==> config.mk <==
export PLATFORM = sky130hd
export DESIGN_NAME = utf8_string_validator_core_flat
export DESIGN_NICKNAME = d
export VERILOG_FILES = /design/src/rtl/core/utf8v_pkg.sv /design/src/rtl/core/utf8v_intf.sv /design/src/rtl/core/utf8v_step.sv /design/src/rtl/core/utf8_string_validator_core.sv /design/src/flat_wrapper.sv
export VERILOG_INCLUDE_DIRS = /design/src /design/src/rtl/core
export SDC_FILE = /design/constraint.sdc
export NUM_CORES = 1
export LEC_CHECK = 0
export BUFFER_PORTS_ARGS = -buffer_cell sky130_fd_sc_hd__buf_4
export CORE_MARGIN = 4
export CORE_UTILIZATION = 52
export CTS_CLUSTER_DIAMETER = 60
export DETAILED_ROUTE_END_ITERATION = 10
export PLACE_DENSITY = 0.71
export SLEW_MARGIN = 25
export SYNTH_ARGS = -nofsm -noshare
export SYNTH_HDL_FRONTEND = slang
export SYNTH_SLANG_ARGS = --single-unit
==> constraint.sdc <==
create_clock -name clk_i -period 2 [get_ports clk_i]
set_input_delay 0.3 -clock clk_i [delete_from_list [all_inputs] [get_ports clk_i]]
set_output_delay 0.3 -clock clk_i [all_outputs]
set_load 0.005 [all_outputs]
==> src/rtl/core/utf8_string_validator_core_assert.svh <==
// Assertion macros for the UTF-8 string validator core.
`ifndef UTF8_STRING_VALIDATOR_CORE_ASSERT_SVH
`define UTF8_STRING_VALIDATOR_CORE_ASSERT_SVH

// Same-cycle implication, checked outside reset.
`define UTF8V_ASSERT_NOW(lbl, ante, cons) \
  lbl: assert property (@(posedge clk_i) disable iff (!rst_ni) (ante) |-> (cons)) \
    else $error("utf8v check failed");

// Next-cycle implication, checked outside reset.
`define UTF8V_ASSERT_NEXT(lbl, ante, cons) \
  lbl: assert property (@(posedge clk_i) disable iff (!rst_ni) (ante) |=> (cons)) \
    else $error("utf8v check failed");

`endif

==> src/rtl/core/utf8v_pkg.sv <==
`default_nettype none

package utf8v_pkg;

  typedef enum logic [1:0] {
    MIN_NONE = 2'd0,
    MIN_2B   = 2'd1,
    MIN_3B   = 2'd2,
    MIN_4B   = 2'd3
  } min_class_e;

  localparam int unsigned CpW = 21;

  localparam logic [7:0] AsciiMax  = 8'h7f;
  localparam logic [7:0] Lead2Mask = 8'he0;
  localparam logic [7:0] Lead2Val  = 8'hc0;
  localparam logic [7:0] Lead3Mask = 8'hf0;
  localparam logic [7:0] Lead3Val  = 8'he0;
  localparam logic [7:0] Lead4Mask = 8'hf8;
  localparam logic [7:0] Lead4Val  = 8'hf0;
  localparam logic [7:0] ContMask  = 8'hc0;
  localparam logic [7:0] ContVal   = 8'h80;

  localparam logic [CpW-1:0] Floor2B  = 21'h00080;
  localparam logic [CpW-1:0] Floor3B  = 21'h00800;
  localparam logic [CpW-1:0] Floor4B  = 21'h10000;
  localparam logic [CpW-1:0] CpMax    = 21'h10ffff;
  localparam logic [CpW-1:0] SurroLo  = 21'h0d800;
  localparam logic [CpW-1:0] SurroHi  = 21'h0dfff;

  typedef struct packed {
    logic [1:0]     bytes_pending;
    logic [CpW-1:0] cp_acc;
    min_class_e     min_class;
    logic           error_seen;
  } scan_state_t;

endpackage

`default_nettype wire

==> src/rtl/core/utf8v_intf.sv <==
`default_nettype none

interface utf8v_byte_if;
  logic       valid;
  logic       ready;
  logic       has_byte;
  logic [7:0] byte_value;
  logic       last;

  modport source (output valid, has_byte, byte_value, last, input ready);
  modport sink   (input valid, has_byte, byte_value, last, output ready);
endinterface

interface utf8v_res_if;
  logic valid;
  logic ready;
  logic valid_res;

  modport source (output valid, valid_res, input ready);
  modport sink   (input valid, valid_res, output ready);
endinterface

`default_nettype wire

==> src/rtl/core/utf8v_step.sv <==
`default_nettype none

module utf8v_step (
  input  utf8v_pkg::scan_state_t cur_i,
  input  logic                   has_byte_i,
  input  logic [7:0]             byte_value_i,
  output utf8v_pkg::scan_state_t nxt_o,
  output logic                   verdict_o
);

  logic [utf8v_pkg::CpW-1:0] acc;
  logic [utf8v_pkg::CpW-1:0] floor_val;

  assign acc = {cur_i.cp_acc[utf8v_pkg::CpW-7:0], byte_value_i[5:0]};

  always_comb begin
    case (cur_i.min_class)
      utf8v_pkg::MIN_2B: floor_val = utf8v_pkg::Floor2B;
      utf8v_pkg::MIN_3B: floor_val = utf8v_pkg::Floor3B;
      default:           floor_val = utf8v_pkg::Floor4B;
    endcase
  end

  always_comb begin
    nxt_o = cur_i;
    if (has_byte_i && !cur_i.error_seen) begin
      if (cur_i.bytes_pending != 2'd0) begin
        if ((byte_value_i & utf8v_pkg::ContMask) != utf8v_pkg::ContVal) begin
          nxt_o.error_seen = 1'b1;
        end else begin
          nxt_o.cp_acc        = acc;
          nxt_o.bytes_pending = cur_i.bytes_pending - 2'd1;
          if (cur_i.bytes_pending == 2'd1) begin
            if (acc < floor_val || acc > utf8v_pkg::CpMax ||
                (acc inside {[utf8v_pkg::SurroLo:utf8v_pkg::SurroHi]})) begin
              nxt_o.error_seen = 1'b1;
            end
            nxt_o.cp_acc    = '0;
            nxt_o.min_class = utf8v_pkg::MIN_NONE;
          end
        end
      end else if (byte_value_i == 8'h00) begin
        nxt_o.error_seen = 1'b1;
      end else if (byte_value_i <= utf8v_pkg::AsciiMax) begin
        nxt_o = cur_i;
      end else if ((byte_value_i & utf8v_pkg::Lead2Mask) == utf8v_pkg::Lead2Val) begin
        nxt_o.bytes_pending = 2'd1;
        nxt_o.cp_acc        = {16'd0, byte_value_i[4:0]};
        nxt_o.min_class     = utf8v_pkg::MIN_2B;
      end else if ((byte_value_i & utf8v_pkg::Lead3Mask) == utf8v_pkg::Lead3Val) begin
        nxt_o.bytes_pending = 2'd2;
        nxt_o.cp_acc        = {17'd0, byte_value_i[3:0]};
        nxt_o.min_class     = utf8v_pkg::MIN_3B;
      end else if ((byte_value_i & utf8v_pkg::Lead4Mask) == utf8v_pkg::Lead4Val) begin
        nxt_o.bytes_pending = 2'd3;
        nxt_o.cp_acc        = {18'd0, byte_value_i[2:0]};
        nxt_o.min_class     = utf8v_pkg::MIN_4B;
      end else begin
        nxt_o.error_seen = 1'b1;
      end
    end
  end

  assign verdict_o = !nxt_o.error_seen && (nxt_o.bytes_pending == 2'd0);

endmodule

`default_nettype wire

==> src/rtl/core/utf8_string_validator_core.sv <==
// The verdict is registered when the end-of-string beat leaves the input register.
// One byte beat per cycle; a held verdict stalls only an end-of-string beat waiting
// in the input register. The scan state updates once per beat.
// Reset (rst_ni low, asynchronous) empties both registers and clears the scan state.
`default_nettype none
`include "utf8_string_validator_core_assert.svh"

module utf8_string_validator_core (
  input  logic                 clk_i,
  input  logic                 rst_ni,
  utf8v_byte_if.sink           in_i,
  utf8v_res_if.source          out_o
);

  logic       in_valid_q;
  logic       has_byte_q;
  logic [7:0] byte_value_q;
  logic       last_q;

  logic       out_valid_q, out_valid_d;
  logic       out_res_q, out_res_d;

  utf8v_pkg::scan_state_t state_q, state_d, step_nxt;
  logic                   step_verdict;
  logic                   consume;
  logic                   in_fire;

  utf8v_step u_step (
    .cur_i        (state_q),
    .has_byte_i   (has_byte_q),
    .byte_value_i (byte_value_q),
    .nxt_o        (step_nxt),
    .verdict_o    (step_verdict)
  );

  assign consume  = in_valid_q && (!last_q || !out_valid_q || out_o.ready);
  assign in_i.ready = !in_valid_q || consume;
  assign in_fire  = in_i.valid && in_i.ready;

  always_comb begin
    state_d     = state_q;
    out_valid_d = out_valid_q && !out_o.ready;
    out_res_d   = out_res_q;
    if (consume) begin
      if (last_q) begin
        state_d     = '0;
        out_valid_d = 1'b1;
        out_res_d   = step_verdict;
      end else begin
        state_d = step_nxt;
      end
    end
  end

  always_ff @(posedge clk_i or negedge rst_ni) begin
    if (!rst_ni) begin
      in_valid_q  <= 1'b0;
      out_valid_q <= 1'b0;
      state_q     <= '0;
    end else begin
      if (in_i.ready) begin
        in_valid_q <= in_i.valid;
      end
      out_valid_q <= out_valid_d;
      state_q     <= state_d;
    end
  end

  always_ff @(posedge clk_i) begin
    if (in_fire) begin
      has_byte_q   <= in_i.has_byte;
      byte_value_q <= in_i.byte_value;
      last_q       <= in_i.last;
    end
    out_res_q <= out_res_d;
  end

  assign out_o.valid     = out_valid_q;
  assign out_o.valid_res = out_res_q;

  `UTF8V_ASSERT_NOW(a_stall_on_full,
                    in_valid_q && last_q && out_valid_q && !out_o.ready, !in_i.ready)
  `UTF8V_ASSERT_NEXT(a_clear_after_end, consume && last_q, state_q == '0 && out_valid_q)
  `UTF8V_ASSERT_NOW(a_pending_has_class, state_q.bytes_pending != 2'd0,
                    state_q.min_class != utf8v_pkg::MIN_NONE)

endmodule

`default_nettype wire

==> src/flat_wrapper.sv <==
// flat-port wrapper written by rule: the top's interface ports become plain ports
module utf8_string_validator_core_flat 
  (clk_i, rst_ni, in_i_valid, in_i_has_byte, in_i_byte_value, in_i_last, in_i_ready, out_o_valid, out_o_valid_res, out_o_ready);
  utf8v_byte_if in_i_i ();
  utf8v_res_if out_o_i ();
  input  logic clk_i;
  input  logic rst_ni;
  input wire logic [$bits(in_i_i.valid)-1:0] in_i_valid;
  input wire logic [$bits(in_i_i.has_byte)-1:0] in_i_has_byte;
  input wire logic [$bits(in_i_i.byte_value)-1:0] in_i_byte_value;
  input wire logic [$bits(in_i_i.last)-1:0] in_i_last;
  output wire logic [$bits(in_i_i.ready)-1:0] in_i_ready;
  output wire logic [$bits(out_o_i.valid)-1:0] out_o_valid;
  output wire logic [$bits(out_o_i.valid_res)-1:0] out_o_valid_res;
  input wire logic [$bits(out_o_i.ready)-1:0] out_o_ready;
  assign in_i_i.valid = in_i_valid;
  assign in_i_i.has_byte = in_i_has_byte;
  assign in_i_i.byte_value = in_i_byte_value;
  assign in_i_i.last = in_i_last;
  assign in_i_ready = in_i_i.ready;
  assign out_o_valid = out_o_i.valid;
  assign out_o_valid_res = out_o_i.valid_res;
  assign out_o_i.ready = out_o_ready;
  utf8_string_validator_core u_core (.clk_i(clk_i), .rst_ni(rst_ni), .in_i(in_i_i), .out_o(out_o_i));
endmodule
==> reports/results.txt, run 1 <==
status -> completed
effective utilization at floorplan -> 0.558
PnR worst setup slack -> 103 ps
PwrDens -> 837 mW/mm²
Req. time, crit path -> 2120 ps
Rows -> 20
max cap viols -> 0
area fraction of the dominant cell type after synthesis -> 0.315
DRT Pass-1 Iters -> 5
Mapped Nets -> 191
Longest Clk Path Bufs -> 2
Reg2Reg Depth -> 8
Leak Pwr -> 0.883 nW
Die Area -> 0.00435 mm²
Iteration-0 DRC Markers -> 95
sequential element share of the synthesized area -> 0.504
Mapped Cells -> 171
WHS -> 123 ps
ranking of synthesized cells by area -> dfrtp_1, edfxtp_1, nand2_1
clock tree sinks -> 33
RSZ-0062 raised after global routing -> false
final setup vio count -> 0
top cells by count, synth -> nand2_1, dfrtp_1, edfxtp_1, o21ai_2
pin count of the biggest net entering global routing -> 28
worst slack, placed -> -129 ps
Endpoint, Worst Hold -> u_core.byte_value_q[6]
RePlAce Congestion -> 0.866
crit path max fanout -> 2
library cells used by synthesis -> 40
final setup TNS -> 0 ps
Crit Path Category -> reg -> reg
Core Area -> 0.00313 mm²
fillcell total -> 256
Post-synth EDFFs -> 11
Worst Setup End Kind -> flip-flop
drt wl/cell -> 15.6 µm
ant diodes -> 0
DRC -> 0
# placed instances -> 234
first-pass GRT wire length -> 6580 µm
number of global-route vias before repair -> 1439
CTS root buffer -> clkbuf_4
top-count cell post-synth -> nand2_1
Vias -> 1396
Avg Cell Area, Syn -> 10.2 µm²
I/O Buffers -> 16
FF+latch count, synth -> 33
hold depth -> 1
maximum VDD drop -> 0.490 mV
largest area contributor in the netlist -> dfrtp_1
Pins Over Slew Limit -> 0
Routed Antenna Nets -> 0
final non-filler cell total -> 244
grt total ovfl -> 0
Die X -> 66.0 µm
worst slew pin tran -> 472 ps
Vert. Die Dim -> 66.0 µm
CP Launch Type -> flip-flop
placed cell area -> 0.00196 mm²
CTS tree -> yes
final hold vios -> 0
FF-to-FF Start -> u_core.state_q[1]
Ys Warns -> 0
asr flop ratio synth -> 0.667
FF-to-FF End -> u_core.out_o.valid_res
layout cell share with drive strength beyond 1 -> 0.255
clk_lat worst skew -> 360 ps
ys flop type -> dfrtp_1
R2R setup slack -> 100 ps
worst hold-check path type -> in -> reg
global-route usage over all layers -> 0.203
hold_sp -> in_i_byte_value[6]
Ports -> 17
clk_skew -> 21.1 ps
vias per cell -> 5.72
Synth-to-Final Area Change -> 19.1%
final period utilization -> 0.949
Slew HR -> 0.684
initial antenna violation count -> 0
synthesized area -> 0.00175 mm²
final instance area -> 0.00208 mm²
Final nets -> 219
H-tree depth -> 2
CTS buffer count -> 5
routed wire length -> 3800 µm
Critical Path AT -> 2010 ps
Reg clk slew, reported paths -> 120 ps
dpl hpwl -> 2770 µm
Tmin final -> 1900 ps
Max Clk Rate -> 0.527 GHz
stage by stage:
| step | total power [mW] | util |
|---|---|---|
| finish | 1.74 | 0.665 |
| global route | 1.84 | 0.665 |
| CTS | 1.71 | 0.648 |
| detailed placement | 1.32 | 0.626 |
| global placement | 1.30 | 0.626 |
| floorplan | 1.15 | - |
state kept, by name, indices dropped and copies added (netlist names):
| name | flops |
|---|---|
| u_core.state_q | 20 |
| u_core.out_o.valid | 1 |
| u_core.has_byte_q | 1 |
| u_core.last_q | 1 |
| u_core.out_o.valid_res | 1 |
| u_core.in_valid_q | 1 |
| u_core.byte_value_q | 8 |
power breakdown:
part	internal (mW)	switching, mW
clock	0.132	0.241
combinational	0.241	0.317
sequential	0.762	0.0477
cell type report:
| cell class | count | area (µm²) | area share |
|---|---|---|---|
| inverter | 8 | 30.0 | 0.0144 |
| clock inverter | 3 | 17.5 | 0.00842 |
| sequential | 33 | 881 | 0.424 |
| multi-input combinational | 124 | 828 | 0.398 |
| tap | 44 | 55.1 | 0.0265 |
| clock buffer | 5 | 37.5 | 0.0181 |
| timing repair buffer | 27 | 230 | 0.111 |
cell families after synthesis:
| group | after synthesis | share of synthesized area |
|---|---|---|
| flip-flops | 33 | 0.504 |
| AO/OA/AOI/OAI | 43 | 0.184 |
| multiplexers | 1 | 0.00573 |
| AND/OR/NAND/NOR | 74 | 0.220 |
| adder cells (fa/ha/maj) | 6 | 0.0430 |
| buffers and inverters | 14 | 0.0430 |
worst max path at each step:
| stage | from | endpoint | slack [ps] | depth (start not counted) |
|---|---|---|---|---|
| 3_3_place_gp | u_core.state_q[24] | u_core.out_o.valid_res | 10 | 6 |
| 2_1_floorplan | u_core.state_q[24] | u_core.out_o.valid_res | 200 | 7 |
| 6_report | u_core.state_q[1] | u_core.out_o.valid_res | 100 | 8 |
| 4_1_cts | u_core.state_q[25] | u_core.out_o.valid_res | 40 | 6 |
| 5_1_grt | u_core.state_q[1] | u_core.out_o.valid_res | 10 | 8 |
| 3_5_place_dp | u_core.byte_value_q[2] | u_core.out_o.valid_res | -130 | 5 |
worst max-delay path, stage by stage, from the launching register on:
cell and delay (ps):
dfrtp_1 390, inv_1 60, ha_1 290, inv_1 40
ha_1 280, nor4_2 230, nor3_1 70, a31oi_1 230
nor4_1 70
per-layer routing:
metal  routed length, µm  global-route usage  vias up
met4                  91               0.112        0
met2                1820               0.330       42
met5                   0                   0        -
met3                 199              0.0476       11
li1                    -                   -      673
met1                1690               0.247      670
cells in the final DEF (no fill, tap or decap), types with 5 or more instances in the layout:
cell      count
dfrtp_1      22
a21oi_1       7
o21ai_2       9
buf_4        24
o21ai_0       8
edfxtp_1     11
a22o_1        5
inv_1         8
clkbuf_4      5
nor3_1        7
nor2_1        7
ha_1          5
nand2_1      33
repair_timing:
item | in CTS | in global routing
resized for setup | 2 | 5
cloned | 0 | 0
setup buffers | 0 | 1
pin swaps | 0 | 2
hold buffers | 1 | 0
endpoints found under the setup margin | 2 | 16
hold endpoints to repair | 22 | 0
Note: power is estimated with default switching activity, not from simulation.
==> run 2, diff against run 1 <==
Settings changed: ABC_AREA set to 1.
==> run 2 against run 1 <==
Largest power group unchanged. Clock skew down 11 ps. Register-to-register slack about the same. Via count up 2.4%. Cell count up 14%. Highest routed layer unchanged. Count of clock-buffer cells in the layout unchanged. Wire length down 5.3%.
==> reports/results.txt, run 2 <==
Sw Ratio -> 0.353
Critical Path AT -> 2020 ps
effective utilization at floorplan -> 0.539
ranking of synthesized cells by area -> dfrtp_1, edfxtp_1, nand2_1
Reg2Reg Depth -> 15
Req. time, crit path -> 2110 ps
Reg with most FFs -> u_core.state_q
synthesized area -> 0.00181 mm²
Max Clk Rate -> 0.524 GHz
cell family with most CP delay -> simple AND/OR/NAND/NOR gates
asr flop ratio synth -> 0.667
PnR worst setup slack -> 91.3 ps
Iteration-0 DRC Markers -> 59
crit path max fanout -> 3
post-CTS setup buffer count -> 0
Ports -> 17
Vias -> 1429
Post-synth EDFFs -> 11
hold depth -> 1
global-route usage over all layers -> 0.184
drt wl/cell -> 13.0 µm
Reg clk slew, reported paths -> 110 ps
Worst Path Buf+Inv -> 2
CP cell instances -> inv_1 -> ha_4 -> inv_1 -> ha_1 -> or2_2 -> nor2_1 -> nand2_1 -> nand2_1 -> nand2_1 -> nand2_1 -> nand2_1 -> nand2_1 -> nand2_1 -> nand2_1 -> nor2_1
Mapped Nets -> 227
Ys Warns -> 0
Register Area -> 881 µm²
library cells used by synthesis -> 32
PwrDens -> 821 mW/mm²
routed wire length -> 3600 µm
FF+latch count, synth -> 33
DRT Pass-1 Iters -> 4
top cells by count, synth -> nand2_1, inv_1, nor2_1, dfrtp_1, nand3_1
area fraction of the dominant cell type after synthesis -> 0.304
sw power -> 603 µW
biggest regs -> u_core.state_q x20, u_core.byte_value_q x8
clock tree sinks -> 33
Multi-input gate area -> 822 µm²
final hold vios -> 0
largest family of logic cells by synthesized area -> simple AND/OR/NAND/NOR gates
top-count cell post-synth -> nand2_1
total chip power -> 1.71 mW
RePlAce Congestion -> 0.881
max cap viols -> 0
first-pass GRT wire length -> 6110 µm
Crit path depth -> 15
Vert. Die Dim -> 67.0 µm
Synth-to-Final Area Change -> 14.6%
worst hold-check path type -> in -> reg
sequential element share of the synthesized area -> 0.486
commonest non-fill, non-tap cell in the layout -> nand2_1
pin count of the biggest net entering global routing -> 23
most frequent cells in the layout -> nand2_1, nor2_1, inv_1, dfrtp_1, buf_4
Largest register FFs -> 20
Die Area -> 0.00450 mm²
grt total ovfl -> 0
fillcell total -> 308
Rows -> 21
post-synthesis simple-gate area fraction -> 0.231
initial antenna violation count -> 0
final setup vio count -> 0
Tmin final -> 1910 ps
dpl hpwl -> 2780 µm
Routed Antenna Nets -> 0
ys flop type -> dfrtp_1
CP Launch Type -> flip-flop
post-synthesis mux area share -> 0
Core Area -> 0.00336 mm²
CTS root buffer -> clkbuf_4
combinational power share -> 0.312
Synth Area in Compound Gates -> 0.164
crit-path max cell delay -> 410 ps
number of global-route vias before repair -> 1441
Die X -> 67.0 µm
CP max-delay cell -> dfrtp_1
I/O Buffers -> 16
Leak Pwr -> 0.949 nW
Longest Clk Path Bufs -> 2
Post-Synth Adder-Cell Area -> 0.0414
internal power -> 1.10 mW
worst slack, placed -> 67.2 ps
H-tree depth -> 2
xor and xnor area share after synthesis -> 0
Avg Cell Area, Syn -> 8.76 µm²
layout cell share with drive strength beyond 1 -> 0.225
largest area contributor in the netlist -> dfrtp_1
clk_lat worst skew -> 340 ps
Pins Over Slew Limit -> 0
Reg power frac -> 0.482
DRC -> 0
status -> completed
maximum VDD drop -> 0.482 mV
CTS tree -> yes
Clock power frac -> 0.206
Worst Setup End Kind -> flip-flop
Slew HR -> 0.722
ant diodes -> 0
final period utilization -> 0.954
Mapped Cells -> 207
most frequent CP cell -> nand2_1
vias per cell -> 5.16
worst slew pin tran -> 416 ps
CTS buffer count -> 5
Final nets -> 250
clk_skew -> 10.3 ps
Crit Path Category -> reg -> reg
run 2: changes by cell type in the layout (fill, tap and decap cells not counted), sizes merged, moves of 6 or more:
| cell | change |
|---|---|
| nor2 | +19 |
| inv | +18 |
| nand3 | +13 |
| nand2 | +8 |
| buf | -7 |
| a21oi | +6 |
run 2: through the flow:
stage | utilization | cell area (µm²) | hold WS, ps | instances | setup TNS [ps]
2_1_floorplan | - | 1810 | 4.41 | 207 | 0
3_3_place_gp | 0.591 | 1990 | 199 | 268 | 0
3_5_place_dp | 0.591 | 1990 | 208 | 268 | 0
4_1_cts | 0.609 | 2050 | 129 | 277 | 0
5_1_grt | 0.618 | 2080 | 115 | 277 | -84.1
6_report | 0.618 | 2080 | 135 | 277 | 0
run 2: final cells by class:
type,count,area share
Tap cell,46,0.0277
Clock inverter,3,0.00602
Multi-Input combinational cell,143,0.396
Inverter,27,0.0494
Clock buffer,5,0.0181
Sequential cell,33,0.424
Timing Repair Buffer,20,0.0795
run 2: final timing paths:
| check | startpoint | end | slack [ps] |
|---|---|---|---|
| worst max-delay path | u_core.state_q[1] | u_core.out_o.valid_res | 90 |
| worst min-delay path | in_i_byte_value[6] | u_core.byte_value_q[6] | 130 |
| worst max register to register | u_core.state_q[1] | u_core.out_o.valid_res | 90 |
| worst min register to register | u_core.state_q[4] | u_core.state_q[10] | 520 |
| max in group asynchronous | rst_ni | u_core.state_q[25] | 1400 |
| min in group asynchronous | rst_ni | u_core.state_q[7] | 370 |
run 2: cells by family (layout without fill, tap and decap cells):
group,after synthesis,in the layout
compound gates,44,44
fa+ha+maj,6,6
buf+inv,31,55
flops,33,33
simple gates,93,93
run 2: timing repair:
item / in CTS / in global routing
hold endpoints to repair: 22 / 0
endpoints found under the setup margin: 0 / 18
gates resized for setup: 0 / 5
hold buffers: 1 / 0
run 2: per-layer routing:
layer | GRT usage | share of wire | vias to the layer above
li1 | - | - | 737
met2 | 0.310 | 0.51 | 25
met5 | 0 | 0 | -
met1 | 0.206 | 0.42 | 654
met4 | 0.111 | 0.032 | 0
met3 | 0.0489 | 0.037 | 13
run 2: power groups by stage:
stage          clock network, mW  registers, mW  logic, mW
2_1_floorplan                  0          0.820      0.395
3_3_place_gp                   0          0.829      0.503
3_5_place_dp                   0          0.835      0.517
4_1_cts                    0.359          0.821      0.522
5_1_grt                    0.390          0.832      0.599
6_report                   0.352          0.822      0.532
==> run 3, diff against run 2 <==
Settings changed: RECOVER_POWER set to 50, SETUP_SLACK_MARGIN set to 0.3.
==> run 3 against run 2 <==
Combinational power is 15% higher. Worst setup slack worse by 9.2 ps. Utilization rose by 2.6 points. Sequential share of layout area down 1.7 points. Die area stayed put. Power increased by 6.6%. Maximum frequency shrank 0.48%. Critical path type unchanged. Worst hold slack better by 20 ps. Non-clock buffer count rose by 8. First-iteration DRC count increased by 71%. Register-to-register slack is essentially flat. Count of clock-buffer cells in the layout up 3.
==> reports/results.txt, run 3 (synthesized netlist as in run 2, its figures left out) <==
Rows -> 21
commonest non-fill, non-tap cell in the layout -> nand2_1
Leak Pwr -> 0.992 nW
final setup TNS -> 0 ps
RePlAce Congestion -> 0.890
number of global-route vias before repair -> 1477
Layout Utilization -> 0.644
Largest register FFs -> 20
layout cell share with drive strength beyond 1 -> 0.264
final period utilization -> 0.959
final setup vio count -> 0
Critical Path AT -> 2020 ps
most frequent CP cell -> nand2_1
Routed Antenna Nets -> 0
Vert. Die Dim -> 67.0 µm
vias per cell -> 5.19
maximum VDD drop -> 0.534 mV
most frequent cells in the layout -> nand2_1, nor2_1, dfrtp_1
Reg with most FFs -> u_core.state_q
Core Area -> 0.00336 mm²
global-route usage over all layers -> 0.193
Slew HR -> 0.204
pin count of the biggest net entering global routing -> 23
Req. time, crit path -> 2100 ps
PwrDens -> 840 mW/mm²
Tmin final -> 1920 ps
CTS root buffer -> clkbuf_4
initial antenna violation count -> 0
Vias -> 1478
Ports -> 17
DRT Pass-1 Iters -> 5
Reg clk slew, reported paths -> 100 ps
drt wl/cell -> 13.1 µm
CP max-delay cell -> dfrtp_1
status -> completed
Synth-to-Final Area Change -> 19.4%
effective utilization at floorplan -> 0.539
RSZ-0062 raised after global routing -> true
biggest regs -> u_core.state_q x20, u_core.byte_value_q x8
Worst Setup End Kind -> flip-flop
grt total ovfl -> 0
max cap viols -> 0
Die Area -> 0.00450 mm²
CTS buffer count -> 5
worst hold-check path type -> in -> reg
crit path max fanout -> 3
first-pass GRT wire length -> 6270 µm
worst slew pin tran -> 1190 ps
Iteration-0 DRC Markers -> 101
CP cell instances -> inv_2 -> ha_4 -> inv_2 -> ha_4 -> a21oi_2 -> o21ai_1 -> nor2_1 -> nand2_1 -> nand2_1 -> nand2_1 -> nand2_1 -> nand2_1 -> nand2_1 -> nor2_1
Crit Path Category -> reg -> reg
clk_lat worst skew -> 340 ps
clock tree sinks -> 33
Final nets -> 258
Worst Path Buf+Inv -> 2
dpl hpwl -> 2850 µm
ant diodes -> 0
final hold vios -> 0
Max Clk Rate -> 0.521 GHz
I/O Buffers -> 16
CTS tree -> yes
Pins Over Slew Limit -> 0
Die X -> 67.0 µm
CP Launch Type -> flip-flop
crit-path max cell delay -> 400 ps
cell family with most CP delay -> adder cells
R2R setup slack -> 80 ps
routed wire length -> 3720 µm
clk_skew -> 9.87 ps
Longest Clk Path Bufs -> 2
DRC -> 0
H-tree depth -> 2
run 3: worst paths after layout:
kind	from	end	cells after the start
worst max-delay path	u_core.state_q[1]	u_core.out_o.valid_res	14
max in group asynchronous	rst_ni	u_core.state_q[25]	2
worst min register to register	u_core.state_q[15]	u_core.state_q[15]	2
min in group asynchronous	rst_ni	u_core.state_q[10]	2
worst min-delay path	out_o_ready	u_core.out_o.valid	2
worst max register to register	u_core.state_q[1]	u_core.out_o.valid_res	14
run 3: stage by stage:
step	worst slack, ps	instances	power [mW]	hold WS, ps	area (µm²)
detailed placement	70.0	271	1.37	206	2030
floorplan	254	207	1.22	4.41	1830
finish	82.1	285	1.82	155	2160
global route	-54.8	285	1.94	133	2160
CTS	101	284	1.80	128	2140
global placement	185	271	1.35	199	2030
run 3: area by class of cell:
cell class / count / area (µm²)
Fill cell: 294 / 1200
Timing Repair Buffer: 28 / 225
Multi-Input combinational cell: 143 / 840
Tap cell: 46 / 57.6
Inverter: 27 / 103
Clock buffer: 8 / 58.8
Sequential cell: 33 / 881
run 3: repair_timing:
| item | in CTS | in global routing |
|---|---|---|
| hold buffers | 1 | 0 |
| pin swaps | 3 | 7 |
| endpoints found under the hold margin | 22 | 0 |
| setup buffers | 4 | 1 |
| endpoints found under the setup margin | 19 | 18 |
| resized for setup | 3 | 7 |
run 3: routing by layer:
metal | GRT usage | routed length, µm
met5 | 0 | 0
met4 | 0.0734 | 57
met3 | 0.0607 | 151
met2 | 0.350 | 1950
met1 | 0.205 | 1560
run 3: where the power goes:
part           switching, mW  leakage, nW  internal, mW
registers             0.0476        0.404         0.770
logic                  0.357        0.556         0.254
clock network          0.216       0.0326         0.173
total                  0.620        0.992          1.20
run 3: worst reg2reg max path: stages (launching register included):
cell	delay (ps)
dfrtp_1	400
inv_2	60
ha_4	260
inv_2	40
ha_4	210
a21oi_2	130
o21ai_1	100
nor2_1	110
nand2_1	60
nand2_1	50
nand2_1	40
nand2_1	60
nand2_1	60
nand2_1	60
nor2_1	30
